### src/sv/pae_pkg.sv
// Shared types, character codes and defaults for the parenthesized-argument extractor.
`default_nettype none

package pae_pkg;

  // Largest number of characters that the argument store holds
  localparam int MAX_ARG_CHARS_DEF = 63;

  // Configuration register indexes
  localparam int CFG_IDX_W = 1;
  localparam logic [CFG_IDX_W-1:0] REG_WANTED_INDEX = 1'b0;
  localparam logic [CFG_IDX_W-1:0] REG_MAX_LEN      = 1'b1;

  // Reset values of the configuration registers
  localparam logic [7:0] WANTED_INDEX_RST = 8'd1;
  localparam logic [6:0] MAX_LEN_RST      = 7'd64;

  // Character codes
  localparam logic [7:0] CH_NUL    = 8'h00;
  localparam logic [7:0] CH_TAB    = 8'h09;
  localparam logic [7:0] CH_SPACE  = 8'h20;
  localparam logic [7:0] CH_DQUOTE = 8'h22;
  localparam logic [7:0] CH_SQUOTE = 8'h27;
  localparam logic [7:0] CH_LPAREN = 8'h28;
  localparam logic [7:0] CH_RPAREN = 8'h29;
  localparam logic [7:0] CH_COMMA  = 8'h2C;

  // Parser modes
  typedef enum logic [2:0] {
    M_SEEK   = 3'd0,
    M_NORMAL = 3'd1,
    M_DQUOTE = 3'd2,
    M_SQUOTE = 3'd3,
    M_DONE   = 3'd4
  } mode_t;

  // Answer sequencer states
  typedef enum logic [2:0] {
    E_IDLE     = 3'd0,
    E_HEAD_RD  = 3'd1,
    E_HEAD_CHK = 3'd2,
    E_TAIL_RD  = 3'd3,
    E_TAIL_CHK = 3'd4,
    E_OUT_RD   = 3'd5,
    E_OUT_SEND = 3'd6,
    E_EMPTY    = 3'd7
  } emit_state_t;

  // One result item
  typedef struct packed {
    logic [7:0] out_byte;
    logic       has_byte;
    logic       ok;
    logic       last;
  } res_t;

  // Status of the answer sequencer toward the top level
  typedef struct packed {
    logic busy;
    logic load;
    res_t res;
  } emit_stat_t;

endpackage

`default_nettype wire

### src/sv/pae_store.sv
// Argument character store: one write port, one registered read port.
`default_nettype none

module pae_store #(
  parameter int MAX_ARG_CHARS = pae_pkg::MAX_ARG_CHARS_DEF,
  parameter int AW = (MAX_ARG_CHARS > 1) ? $clog2(MAX_ARG_CHARS) : 1
) (
  input  logic          clk,
  input  logic          we,
  input  logic [AW-1:0] wr_addr,
  input  logic [7:0]    wr_data,
  input  logic [AW-1:0] rd_addr,
  output logic [7:0]    rd_data
);

  logic [7:0] mem [MAX_ARG_CHARS];

  // Write kept characters
  always_ff @(posedge clk) begin
    if (we) begin
      mem[wr_addr] <= wr_data;
    end
  end

  // Registered read
  always_ff @(posedge clk) begin
    rd_data <= mem[rd_addr];
  end

endmodule

`default_nettype wire

### src/sv/pae_emit.sv
// Answer sequencer: trims blanks off the stored argument and walks it out byte by byte.
`default_nettype none

module pae_emit #(
  parameter int MAX_ARG_CHARS = pae_pkg::MAX_ARG_CHARS_DEF,
  parameter int CW = $clog2(MAX_ARG_CHARS + 1),
  parameter int AW = (MAX_ARG_CHARS > 1) ? $clog2(MAX_ARG_CHARS) : 1
) (
  input  logic                clk,
  input  logic                rst,
  input  logic                start,
  input  logic [CW-1:0]       count,
  input  logic                out_free,
  output logic [AW-1:0]       rd_addr,
  input  logic [7:0]          rd_data,
  output pae_pkg::emit_stat_t stat
);
  import pae_pkg::*;

  emit_state_t state, state_next;
  logic [CW-1:0] s, s_next;
  logic [CW-1:0] e, e_next;
  logic [CW-1:0] s_p1, e_m1;
  logic          blank;

  // Shared index step and blank compare
  assign s_p1  = s + CW'(1);
  assign e_m1  = e - CW'(1);
  assign blank = (rd_data == CH_SPACE) || (rd_data == CH_TAB);

  // Tail scan reads below the end mark, all else reads at the head mark
  assign rd_addr = (state == E_TAIL_RD) ? e_m1[AW-1:0] : s[AW-1:0];

  // Next state
  always_comb begin
    state_next = state;
    unique case (state)
      E_IDLE: begin
        if (start) begin
          state_next = (count == '0) ? E_EMPTY : E_HEAD_RD;
        end
      end
      E_HEAD_RD:  state_next = E_HEAD_CHK;
      E_HEAD_CHK: begin
        if (blank) begin
          state_next = (s_p1 >= e) ? E_EMPTY : E_HEAD_RD;
        end else begin
          state_next = E_TAIL_RD;
        end
      end
      E_TAIL_RD:  state_next = E_TAIL_CHK;
      E_TAIL_CHK: state_next = blank ? E_TAIL_RD : E_OUT_RD;
      E_OUT_RD:   state_next = E_OUT_SEND;
      E_OUT_SEND: begin
        if (out_free) begin
          state_next = (s_p1 == e) ? E_IDLE : E_OUT_RD;
        end
      end
      E_EMPTY: begin
        if (out_free) begin
          state_next = E_IDLE;
        end
      end
      default: state_next = E_IDLE;
    endcase
  end

  // Outputs and mark updates
  always_comb begin
    s_next         = s;
    e_next         = e;
    stat.busy      = (state != E_IDLE);
    stat.load      = 1'b0;
    stat.res       = '0;
    unique case (state)
      E_IDLE: begin
        if (start) begin
          s_next = '0;
          e_next = count;
        end
      end
      E_HEAD_CHK: begin
        if (blank) begin
          s_next = s_p1;
        end
      end
      E_TAIL_CHK: begin
        if (blank) begin
          e_next = e_m1;
        end
      end
      E_OUT_SEND: begin
        if (out_free) begin
          stat.load         = 1'b1;
          stat.res.out_byte = rd_data;
          stat.res.has_byte = 1'b1;
          stat.res.ok       = 1'b1;
          stat.res.last     = (s_p1 == e);
          s_next            = s_p1;
        end
      end
      E_EMPTY: begin
        if (out_free) begin
          stat.load     = 1'b1;
          stat.res.ok   = 1'b1;
          stat.res.last = 1'b1;
        end
      end
      default: begin
      end
    endcase
  end

  // State register
  always_ff @(posedge clk) begin
    if (rst) begin
      state <= E_IDLE;
    end else begin
      state <= state_next;
    end
  end

  // Head and end marks
  always_ff @(posedge clk) begin
    s <= s_next;
    e <= e_next;
  end

endmodule

`default_nettype wire

### src/sv/paren_argument_extractor.sv
// Top level: character parser, configuration, result register and checks.
// Latency: a no-parenthesis or error result is valid in the cycle after the code 0 that
// causes it. Throughput: one character per cycle while parsing and the output register is
// free. The closing ')', or the comma that ends the wanted argument, starts the answer
// sequencer, which holds input while it trims leading and trailing blanks and sends each
// output byte or an empty answer. Reset clears configuration, mode, argument counter, fill
// count, sequencer and output valid, not the argument store.
`default_nettype none

module paren_argument_extractor #(
  parameter int MAX_ARG_CHARS = pae_pkg::MAX_ARG_CHARS_DEF
) (
  input  logic                           clk,
  input  logic                           rst,
  input  logic                           s_tvalid,
  output logic                           s_tready,
  input  logic [7:0]                     s_tdata,   // [7:0] char_code
  output logic                           m_tvalid,
  input  logic                           m_tready,
  output logic [7:0]                     m_tdata,   // [7:0] out_byte
  output logic [1:0]                     m_tuser,   // [0] has_byte, [1] ok
  output logic                           m_tlast,
  input  logic                           cfg_we,
  input  logic [pae_pkg::CFG_IDX_W-1:0]  cfg_index,
  input  logic [7:0]                     cfg_data
);
  import pae_pkg::*;

  localparam int CW = $clog2(MAX_ARG_CHARS + 1);
  localparam int AW = (MAX_ARG_CHARS > 1) ? $clog2(MAX_ARG_CHARS) : 1;

  logic [7:0]    wanted_index;
  logic [6:0]    max_len;
  mode_t         mode, mode_next;
  logic [7:0]    current_arg;
  logic [CW-1:0] kept_count;

  logic          s_fire;
  logic          out_free;
  logic [6:0]    keep_limit;
  logic          can_keep;
  logic          keep_req;
  logic          arg_reset;
  logic          arg_inc;
  logic          emit_start;
  logic          par_load;
  res_t          par_res;
  res_t          out_res;
  emit_stat_t    emit_st;
  logic [AW-1:0] rd_addr;
  logic [7:0]    rd_data;

  assign s_fire   = s_tvalid && s_tready;
  assign out_free = !m_tvalid || m_tready;
  assign s_tready = !emit_st.busy && out_free;

  // Keep limit is max_len-1 (zero for max_len 0); the kept count never passes the store depth
  assign keep_limit = (max_len == 7'd0) ? 7'd0 : max_len - 7'd1;
  assign can_keep   = (current_arg == wanted_index) && (7'(kept_count) < keep_limit) &&
                      (kept_count < CW'(MAX_ARG_CHARS));

  // Configuration writes
  always_ff @(posedge clk) begin
    if (rst) begin
      wanted_index <= WANTED_INDEX_RST;
      max_len      <= MAX_LEN_RST;
    end else if (cfg_we) begin
      unique case (cfg_index)
        REG_WANTED_INDEX: wanted_index <= cfg_data;
        REG_MAX_LEN:      max_len      <= cfg_data[6:0];
        default: begin
        end
      endcase
    end
  end

  // Parser next mode
  always_comb begin
    mode_next = mode;
    if (s_fire) begin
      unique case (mode)
        M_NORMAL: begin
          if (s_tdata == CH_NUL) begin
            mode_next = M_SEEK;
          end else if (s_tdata == CH_RPAREN) begin
            mode_next = M_DONE;
          end else if (s_tdata == CH_DQUOTE) begin
            mode_next = M_DQUOTE;
          end else if (s_tdata == CH_SQUOTE) begin
            mode_next = M_SQUOTE;
          end else if (s_tdata == CH_COMMA && current_arg == wanted_index) begin
            mode_next = M_DONE;
          end
        end
        M_DQUOTE: begin
          if (s_tdata == CH_NUL) begin
            mode_next = M_SEEK;
          end else if (s_tdata == CH_DQUOTE) begin
            mode_next = M_NORMAL;
          end
        end
        M_SQUOTE: begin
          if (s_tdata == CH_NUL) begin
            mode_next = M_SEEK;
          end else if (s_tdata == CH_SQUOTE) begin
            mode_next = M_NORMAL;
          end
        end
        M_DONE: begin
          if (s_tdata == CH_NUL) begin
            mode_next = M_SEEK;
          end
        end
        default: begin
          if (s_tdata == CH_NUL) begin
            mode_next = M_SEEK;
          end else if (s_tdata == CH_LPAREN) begin
            mode_next = M_NORMAL;
          end
        end
      endcase
    end
  end

  // Parser actions
  always_comb begin
    keep_req   = 1'b0;
    arg_reset  = 1'b0;
    arg_inc    = 1'b0;
    emit_start = 1'b0;
    par_load   = 1'b0;
    par_res    = '0;
    if (s_fire) begin
      unique case (mode)
        M_NORMAL: begin
          if (s_tdata == CH_NUL) begin
            par_load     = 1'b1;
            par_res.last = 1'b1;
          end else if (s_tdata == CH_RPAREN) begin
            emit_start = 1'b1;
          end else if (s_tdata == CH_DQUOTE || s_tdata == CH_SQUOTE) begin
            keep_req = 1'b0;
          end else if (s_tdata == CH_COMMA) begin
            if (current_arg == wanted_index) begin
              emit_start = 1'b1;
            end else begin
              arg_inc = 1'b1;
            end
          end else begin
            keep_req = can_keep;
          end
        end
        M_DQUOTE, M_SQUOTE: begin
          if (s_tdata == CH_NUL) begin
            par_load     = 1'b1;
            par_res.last = 1'b1;
          end else if (!(mode == M_DQUOTE && s_tdata == CH_DQUOTE) &&
                       !(mode == M_SQUOTE && s_tdata == CH_SQUOTE)) begin
            keep_req = can_keep;
          end
        end
        M_DONE: begin
        end
        default: begin
          if (s_tdata == CH_NUL) begin
            par_load     = 1'b1;
            par_res.ok   = 1'b1;
            par_res.last = 1'b1;
          end else if (s_tdata == CH_LPAREN) begin
            arg_reset = 1'b1;
          end
        end
      endcase
    end
  end

  // Parser registers
  always_ff @(posedge clk) begin
    if (rst) begin
      mode        <= M_SEEK;
      current_arg <= 8'd1;
      kept_count  <= '0;
    end else begin
      mode <= mode_next;
      if (arg_reset) begin
        current_arg <= 8'd1;
        kept_count  <= '0;
      end else begin
        if (arg_inc && current_arg != 8'hFF) begin
          current_arg <= current_arg + 8'd1;
        end
        if (keep_req) begin
          kept_count <= kept_count + CW'(1);
        end
      end
    end
  end

  pae_store #(
    .MAX_ARG_CHARS(MAX_ARG_CHARS),
    .AW           (AW)
  ) u_store (
    .clk    (clk),
    .we     (keep_req),
    .wr_addr(kept_count[AW-1:0]),
    .wr_data(s_tdata),
    .rd_addr(rd_addr),
    .rd_data(rd_data)
  );

  pae_emit #(
    .MAX_ARG_CHARS(MAX_ARG_CHARS),
    .CW           (CW),
    .AW           (AW)
  ) u_emit (
    .clk     (clk),
    .rst     (rst),
    .start   (emit_start),
    .count   (kept_count),
    .out_free(out_free),
    .rd_addr (rd_addr),
    .rd_data (rd_data),
    .stat    (emit_st)
  );

  // Output register: hold until transfer, load from parser or sequencer
  always_ff @(posedge clk) begin
    if (rst) begin
      m_tvalid <= 1'b0;
    end else if (par_load || emit_st.load) begin
      m_tvalid <= 1'b1;
    end else if (m_tready) begin
      m_tvalid <= 1'b0;
    end
  end

  always_ff @(posedge clk) begin
    if (par_load) begin
      out_res <= par_res;
    end else if (emit_st.load) begin
      out_res <= emit_st.res;
    end
  end

  assign m_tdata = out_res.out_byte;
  assign m_tuser = {out_res.ok, out_res.has_byte};
  assign m_tlast = out_res.last;

  // Fill count never passes the store depth
  a_fill_bound: assert property (@(posedge clk) disable iff (rst)
    kept_count <= CW'(MAX_ARG_CHARS))
    else $error("fill count beyond store depth");

  // A closing parenthesis starts the answer sequencer
  a_close_starts: assert property (@(posedge clk) disable iff (rst)
    (s_fire && mode == M_NORMAL && s_tdata == CH_RPAREN) |=> emit_st.busy)
    else $error("closing parenthesis did not start the answer");

  // An empty or error result is always the final one
  a_empty_last: assert property (@(posedge clk) disable iff (rst)
    (m_tvalid && !m_tuser[0]) |-> m_tlast)
    else $error("byteless result not marked last");

  // An error result carries no byte
  a_err_nobyte: assert property (@(posedge clk) disable iff (rst)
    (m_tvalid && !m_tuser[1]) |-> (!m_tuser[0] && m_tdata == 8'd0))
    else $error("error result carries a byte");

endmodule

`default_nettype wire

### config.mk
export PLATFORM = sky130hd
export DESIGN_NAME = paren_argument_extractor
export DESIGN_NICKNAME = d
export VERILOG_FILES = /design/src/sv/pae_pkg.sv /design/src/sv/pae_store.sv /design/src/sv/pae_emit.sv /design/src/sv/paren_argument_extractor.sv
export SDC_FILE = /design/constraint.sdc
export NUM_CORES = 1
export LEC_CHECK = 0
export BUFFER_PORTS_ARGS = -buffer_cell sky130_fd_sc_hd__buf_2
export CAP_MARGIN = 20
export CORE_MARGIN = 1.5
export CORE_UTILIZATION = 40
export CTS_BUF_LIST = sky130_fd_sc_hd__clkbuf_4
export DETAILED_ROUTE_END_ITERATION = 10
export PLACE_DENSITY = 0.53
export SLEW_MARGIN = 20
export SYNTH_ARGS = -nofsm -noshare
export SYNTH_HDL_FRONTEND = slang
export SYNTH_HIERARCHICAL = 1
export SYNTH_SLANG_ARGS = --single-unit
### constraint.sdc
create_clock -name clk -period 9.5 [get_ports clk]
set_input_delay 0.95 -clock clk [delete_from_list [all_inputs] [get_ports clk]]
set_output_delay 0.95 -clock clk [all_outputs]
set_load 0.02 [all_outputs]
[After elaboration in Yosys (flattened, before gate mapping)]
Memory sizes are Yosys's and may differ from the RTL's. A register that Yosys moved wholly into a read port is not among the register bits.
Index checks and enable logic that the tools add are counted.
Cells by class
  mux-type cells: 76
  add/sub/neg operators: 5
  eq/ne operators: 30
  magnitude comparators: 3
  bitwise operators: 1
  reductions and logical operators: 37
Operators with widths (number)
  $mux 3: 20
  $eq 8x6->1 const B: 6
  $mux 6: 6
  $mux 1: 34
  $pmux 3 s8: 1
  $pmux 6 s3: 1
  $eq 3x3->1 const B: 5
  $add 6x1->6 const B: 2
  $eq 3x2->1 const B: 4
  $mux 12: 1
  $pmux 3 s4: 1
  $pmux 6 s2: 1
  $mux 2: 5
  $logic_and 1x1->1: 9
  $mux 9: 1
  $add 8x1->8 const B: 1
  $eq 8x4->1 const B: 1
  $eq 8x8->1: 1
  $logic_not 8->1: 1
  $ne 2x2->1 const B: 4
  $ne 8x8->1 const B: 1
  $logic_not 7->1: 1
  $lt 6x7->1: 1
  $mux 7: 1
  other kinds (26): 43
Storage, ports and cells
  input port bits: 22
  bits in writable memories: 504
  logic and storage cells: 166
  memories: 1
  bits in registers: 59
Memories
  u_store.mem: depth 63, width 8, read ports 1, clocked after Yosys merged registers in 1, write ports 1, RTL line pae_store.sv:16  | logic [7:0] mem [MAX_ARG_CHARS];

[Depth between registers and ports, before layout]
  word-level depth: 13
  gate-level depth with buffers: 14
  gate-level depth less buffers: 14

[Modules after synthesis]
Netlist, hierarchy kept.
By module, submodules not included
  pae_store: area an instance 19844.0 sq um, times used 1, cells an instance 951
  paren_argument_extractor: area an instance 2527.4 sq um, times used 1, cells an instance 304
  pae_emit: area an instance 1217.4 sq um, times used 1, cells an instance 144

[Least setup slack after synthesis]
No wires, ideal clock.
  kind: register to register
  start: reg max_len[0]
  end: mem u_store.mem[36][0], enable pin
  path slack: 5.911 ns
  period minus slack after synthesis: 3.589 ns
  arrival time: 3.205 ns
  stages on the path, launching flop included: 15
  path buffers: 0
  cell sequence: dfxtp_1 -> inv_1 -> ha_1 -> nor2b_1 -> nand2_1 -> nand2_1 -> ha_1 -> or4_1 -> a21oi_1 -> o31a_1 -> o221ai_2 -> inv_2 -> nor4bb_1 -> nand2_1 -> nor3_1
Between the ends
  longest elaborated chain between the ends: 13
  elaborated cells on any way between the ends: 16
  those cells by class: add/sub (1); order compare (1); mux (11); reduce/logical (3)
RTL lines
  start, declared: RTL line paren_argument_extractor.sv:33  | logic [6:0] max_len;
  start signal, assigned: RTL line paren_argument_extractor.sv:70  | REG_MAX_LEN: max_len <= cfg_data[6:0];
  $sub 7x1->7 or $logic_not 7->1 (tied branches): RTL line paren_argument_extractor.sv:58  | assign keep_limit = (max_len == 7'd0) ? 7'd0 : max_len - 7'd1;
  $mux 7 *: RTL line paren_argument_extractor.sv:58
  $lt 6x7->1 *: RTL line paren_argument_extractor.sv:59  | assign can_keep = (current_arg == wanted_index) && (7'(kept_count) < keep_limit) &&
  $logic_and 1x1->1 * (2 in a row): RTL line paren_argument_extractor.sv:59
  $mux 1: RTL line paren_argument_extractor.sv:143  | end else if (s_tdata == CH_COMMA) begin
  $mux 1: RTL line paren_argument_extractor.sv:141  | end else if (s_tdata == CH_DQUOTE || s_tdata == CH_SQUOTE) begin
  $mux 1: RTL line paren_argument_extractor.sv:139  | end else if (s_tdata == CH_RPAREN) begin
  $mux 1: RTL line paren_argument_extractor.sv:136  | if (s_tdata == CH_NUL) begin
  $pmux 1 s2 *: RTL line paren_argument_extractor.sv:134  | unique case (mode)
  $mux 1 *: RTL line paren_argument_extractor.sv:133  | if (s_fire) begin
  via keep_req: RTL line paren_argument_extractor.sv:42  | logic keep_req;
  $mux 1 *: RTL line pae_store.sv:20  | if (we) begin
  $mux 1 (not written as such) *: RTL line pae_store.sv:21  | mem[wr_addr] <= wr_data;
  end, declared: RTL line pae_store.sv:16
Mark *: on every way through the listed nets, which the timed path passes. The rest lies on a longest branch.

[Worst setup path in the final report]
  start: reg max_len[0]
  end: mem u_store.mem[55][6], enable pin
Same word-level chain as after synthesis.

==> results by group <==
Synth
  • Post-synth top area cell: edfxtp_1
  • Synth Flop Type: edfxtp_1
  • Ys Warns: 6
  • Sequential area share after synthesis: 70.44%
  • Syn Area/Cell: 16.86 sq um
  • Post-synthesis mux area share: 12.66%
  • Number of flops mapped to enable cells by yosys: 518
  • Syn nets: 1438
  • Mapped cell area: approximately 24000 sq um
  • Largest cells by area after synthesis: edfxtp_1 (66%), mux4_2 (9.5%), dfxtp_1 (4.5%)
  • Largest family of logic cells by synthesized area: multiplexers
  • Top-area cell type share of the netlist area: approximately 66%
  • XOR/XNOR Fraction of Synth Area: 0.9654%
  • Post-Synth Simple-Gate Area: 7.654%
  • Syn Inst Count: between 1000 and 1500
  • Post-synth ARST share: 0%
  • Count of cell types in the netlist: 76
  • Adder-cell share of the synthesized area: 0.9017%
  • Number of synthesized register bits: 571
  • Compound-cell area share of the yosys netlist: 5.288%

STA
  • Fin. Hold Viols: 0
  • Final setup fails: 0
  • TNS Setup: 0 ps
  • Tmin final: 4517 ps
  • Fmax: 0.2214 GHz
  • Setup ws final: 4983 ps
  • RSZ-0062 raised after global routing: no
  • Max_slew headroom: 36.61%
  • Pins Over Slew Limit: 0
  • Final period utilization: between 40% and 50%
  • Worst-Margin Slew: 947.9 ps
  • Clock Skews: 33.89 ps

Worst setup path
  • CP required: 10060 ps
  • CP endpoint kind: flop
  • Crit-path max FO: 10
  • Critical path class: reg2reg
  • CP startpoint kind: flop
  • FF-to-FF Start: max_len[0]$_SDFFE_PP0P_
  • Reg-to-reg endpoint: u_store/mem[55][6]$_DFFE_PP_
  • R2R setup slack: about 5000 ps
  • Worst-path cell chain: inv_1, ha_1, nor2b_1, nand2_1, nand2_1, ha_1, or4_1, a21oi_1, o31a_1, o221ai_2, inv_2, nand4_1, nor2_1
  • CP max stage cell: nor2_1
  • WP data arrival: 5080 ps
  • Register-to-Register Path Depth: 13
  • Max incr delay on CP: just over 900 ps

Global routing
  • Tot GR Track Use: 19.84%
  • Pin count of the biggest net entering global routing: 77
  • Number of global-route vias before repair: 13600
  • Initial antenna violation count: 3
  • Total global routing overflow: 0
  • Global-route wire length before repair: 86.50 mm

Drt
  • Avg WL per Cell: 24.02 microns
  • Initial DRC count: approximately 1200
  • Vias: roughly 13000
  • Routed wire length: roughly 58 mm
  • Post-DRT Antenna Nets: 0
  • First drt pass iteration count: 6
  • Vias per cell: 5.475
  • DRC Markers: 0

Finish
  • Final instance area: around 26000 sq um
  • Seq. cell area: 16620 sq um
  • Layout Nets: between 1500 and 2000
  • Ratio of cells with drive above 1 in the final layout: 25.35%
  • Fin util: 45.66%
  • Filler cell count in the final layout: 5082
  • Area taken by multi-input logic gates: 6526 sq um
  • Synthesis-to-finish area growth: 12.33%
  • Non-Filler Instances: between 2000 and 2500

Die
  • CORE AREA: 58030 sq um
  • IO Pins: 35
  • Rows: 88
  • Die area: 60440 sq um
  • Chip width: 245.8 microns
  • Starting Density: 40.65%
  • Die Y: 245.8 microns

Worst hold path
  • Hold Path Depth: 3
  • Hold WC Path Type: in2reg
  • Worst Min Path Start: cfg_data[0]
  • Hold Path Sink: wanted_index[0]$_SDFFE_PP1P_

Clocking
  • Root Buffer Master: clkbuf_4
  • CTS-repair resized insts: 0
  • CTS Buffer Depth: 3
  • CTS Hold Bufs: 0
  • Post-CTS setup buffer count: 0
  • CTS tree: yes
  • H-tree Lvls: 4
  • Clock Latency Late Sink: about 960 ps
  • Reg clk slew, reported paths: about 60 ps
  • Sink Count: ~570
  • Number of buffers created by CTS: 153

Power and ir drop
  • Peak VDD IR: 0.1006 mV
  • Leak Pwr: between 8 and 9 nW
  • Power Density: 200.6 nW/um^2

Placed design
  • Final GP Congestion: 0.8424
  • PortBufs: 34
  • Dpl cell area: 24490 sq um
  • Cell Count Post-Placement: 2142
  • Place WS: 4650 ps
  • Hpwl dp: between 30 and 40 mm

Outcome
  • Status: finished, final reports clean

Run
  • Max Cap Viol: 0
## power by group
part           internal [mW]  switching [mW]  leakage [nW]  total, mW
clock                   1.20            1.01          1.17       2.21
sequential              2.75          0.0280          5.09       2.78
combinational          0.116           0.211          2.50      0.327
## cell usage after synthesis, types with 4 or more instances
| cell | count |
|---|---|
| buf_1 | 9 |
| and3_1 | 13 |
| nor2b_1 | 27 |
| o22ai_1 | 14 |
| buf_6 | 7 |
| mux2i_1 | 38 |
| a211o_1 | 8 |
| dfxtp_1 | 53 |
| o211ai_1 | 5 |
| o221ai_1 | 6 |
| ha_1 | 17 |
| mux4_1 | 13 |
| a21oi_1 | 50 |
| nor3b_1 | 4 |
| and2_1 | 13 |
| nand2_1 | 82 |
| a211oi_1 | 13 |
| xnor2_1 | 20 |
| o21ai_0 | 16 |
| mux4_2 | 100 |
| inv_1 | 14 |
| or2_2 | 4 |
| nand2b_1 | 14 |
| nand4_1 | 6 |
| xor2_1 | 6 |
| nor2_1 | 99 |
| buf_2 | 16 |
| clkbuf_1 | 32 |
| o21ai_1 | 11 |
| nand3b_1 | 8 |
| buf_4 | 7 |
| edfxtp_1 | 518 |
| nor3_1 | 25 |
| nand3_1 | 34 |
| or3_1 | 6 |
| a22oi_1 | 30 |
## placed cells by master, fill, tap and decap left out, drive strengths merged, types with 14 or more instances in the layout
cell / synthesis / final
nor2: 99 / 99
clkinv: 0 / 36
a21oi: 50 / 50
nand3: 34 / 34
mux2i: 38 / 38
mux4: 113 / 113
edfxtp: 518 / 518
buf: 42 / 53
o22ai: 14 / 14
ha: 17 / 17
nand2b: 14 / 14
xnor2: 20 / 20
clkbuf: 33 / 220
a22oi: 30 / 30
inv: 17 / 20
dfxtp: 53 / 53
nor2b: 27 / 27
nor3: 25 / 25
o21ai: 27 / 27
nand2: 83 / 83
## area by class of cell
cell class | count | area share (%)
well taps | 765 | 3.612
multi-input cells | 736 | 24.63
inverters | 17 | 0.2408
clock buffers | 220 | 6.233
repair buffers | 53 | 1.228
clock inverters | 48 | 1.261
diodes | 9 | 0.08500
flip-flops and latches | 571 | 62.71
## layer usage
layer / vias up / track usage (%) / share of wire (%)
met5: - / 0 / 0.017
met4: 2 / 8.390 / 2.8
met3: 114 / 5.970 / 7.1
met2: 472 / 29.67 / 46
met1: 6701 / 26.89 / 44
li1: 5955 / - / -
## logic make-up (layout without fill, tap and decap cells)
logic type / after synthesis / in the layout
AND/OR/NAND/NOR: 357 / 357
flip-flops: 571 / 571
XOR/XNOR: 26 / 26
multiplexers: 152 / 152
AO/OA/AOI/OAI: 184 / 184
other: 0 / 9
buffers and inverters: 92 / 338
adder cells (fa/ha/maj): 17 / 17
## sequential cells by signal, indices dropped and copies added (netlist names)
| name | cells |
|---|---|
| m_tuser | 2 |
| current_arg | 8 |
| kept_count | 6 |
| u_emit/e | 6 |
| u_emit/state | 3 |
| m_tlast | 1 |
| u_store/rd_data | 8 |
| u_store/mem | 504 |
| m_tdata | 8 |
| mode | 3 |
| wanted_index | 8 |
| max_len | 7 |
| u_emit/s | 6 |
| m_tvalid | 1 |
## worst max path at each step
stage / endpoint / slack (ps) / startpoint / depth (start not counted)
2_1_floorplan: u_store/mem[36][0]$_DFFE_PP_ / 5910 / max_len[0]$_SDFFE_PP0P_ / 14
3_3_place_gp: u_store/mem[55][0]$_DFFE_PP_ / 4730 / s_tdata[0] / 9
3_5_place_dp: u_store/mem[55][2]$_DFFE_PP_ / 4650 / s_tdata[0] / 9
4_1_cts: u_store/rd_data[7]$_DFF_P_ / 5020 / u_emit/state[0]$_SDFFE_PP0P_ / 10
5_1_grt: u_store/rd_data[4]$_DFF_P_ / 4690 / u_emit/state[0]$_SDFFE_PP0P_ / 10
6_report: u_store/mem[55][6]$_DFFE_PP_ / 4980 / max_len[0]$_SDFFE_PP0P_ / 13
## stage by stage
step / hold slack [ps] / power (mW)
global route: 165.6 / 5.541
detailed placement: 465.5 / 3.164
floorplan: 448.8 / 3.038
global placement: 465.8 / 3.162
finish: 234.3 / 5.315
CTS: 122.4 / 5.390
## worst max-delay path, delay by kind of cell (launching register included)
family / cells / cell delay (ps)
flip-flops: 1 / 390
buffers and inverters: 2 / 310
adder cells (fa/ha/maj): 2 / 410
AO/OA/AOI/OAI: 3 / 510
AND/OR/NAND/NOR: 6 / 2490
Power figures use the tool's default switching activity.
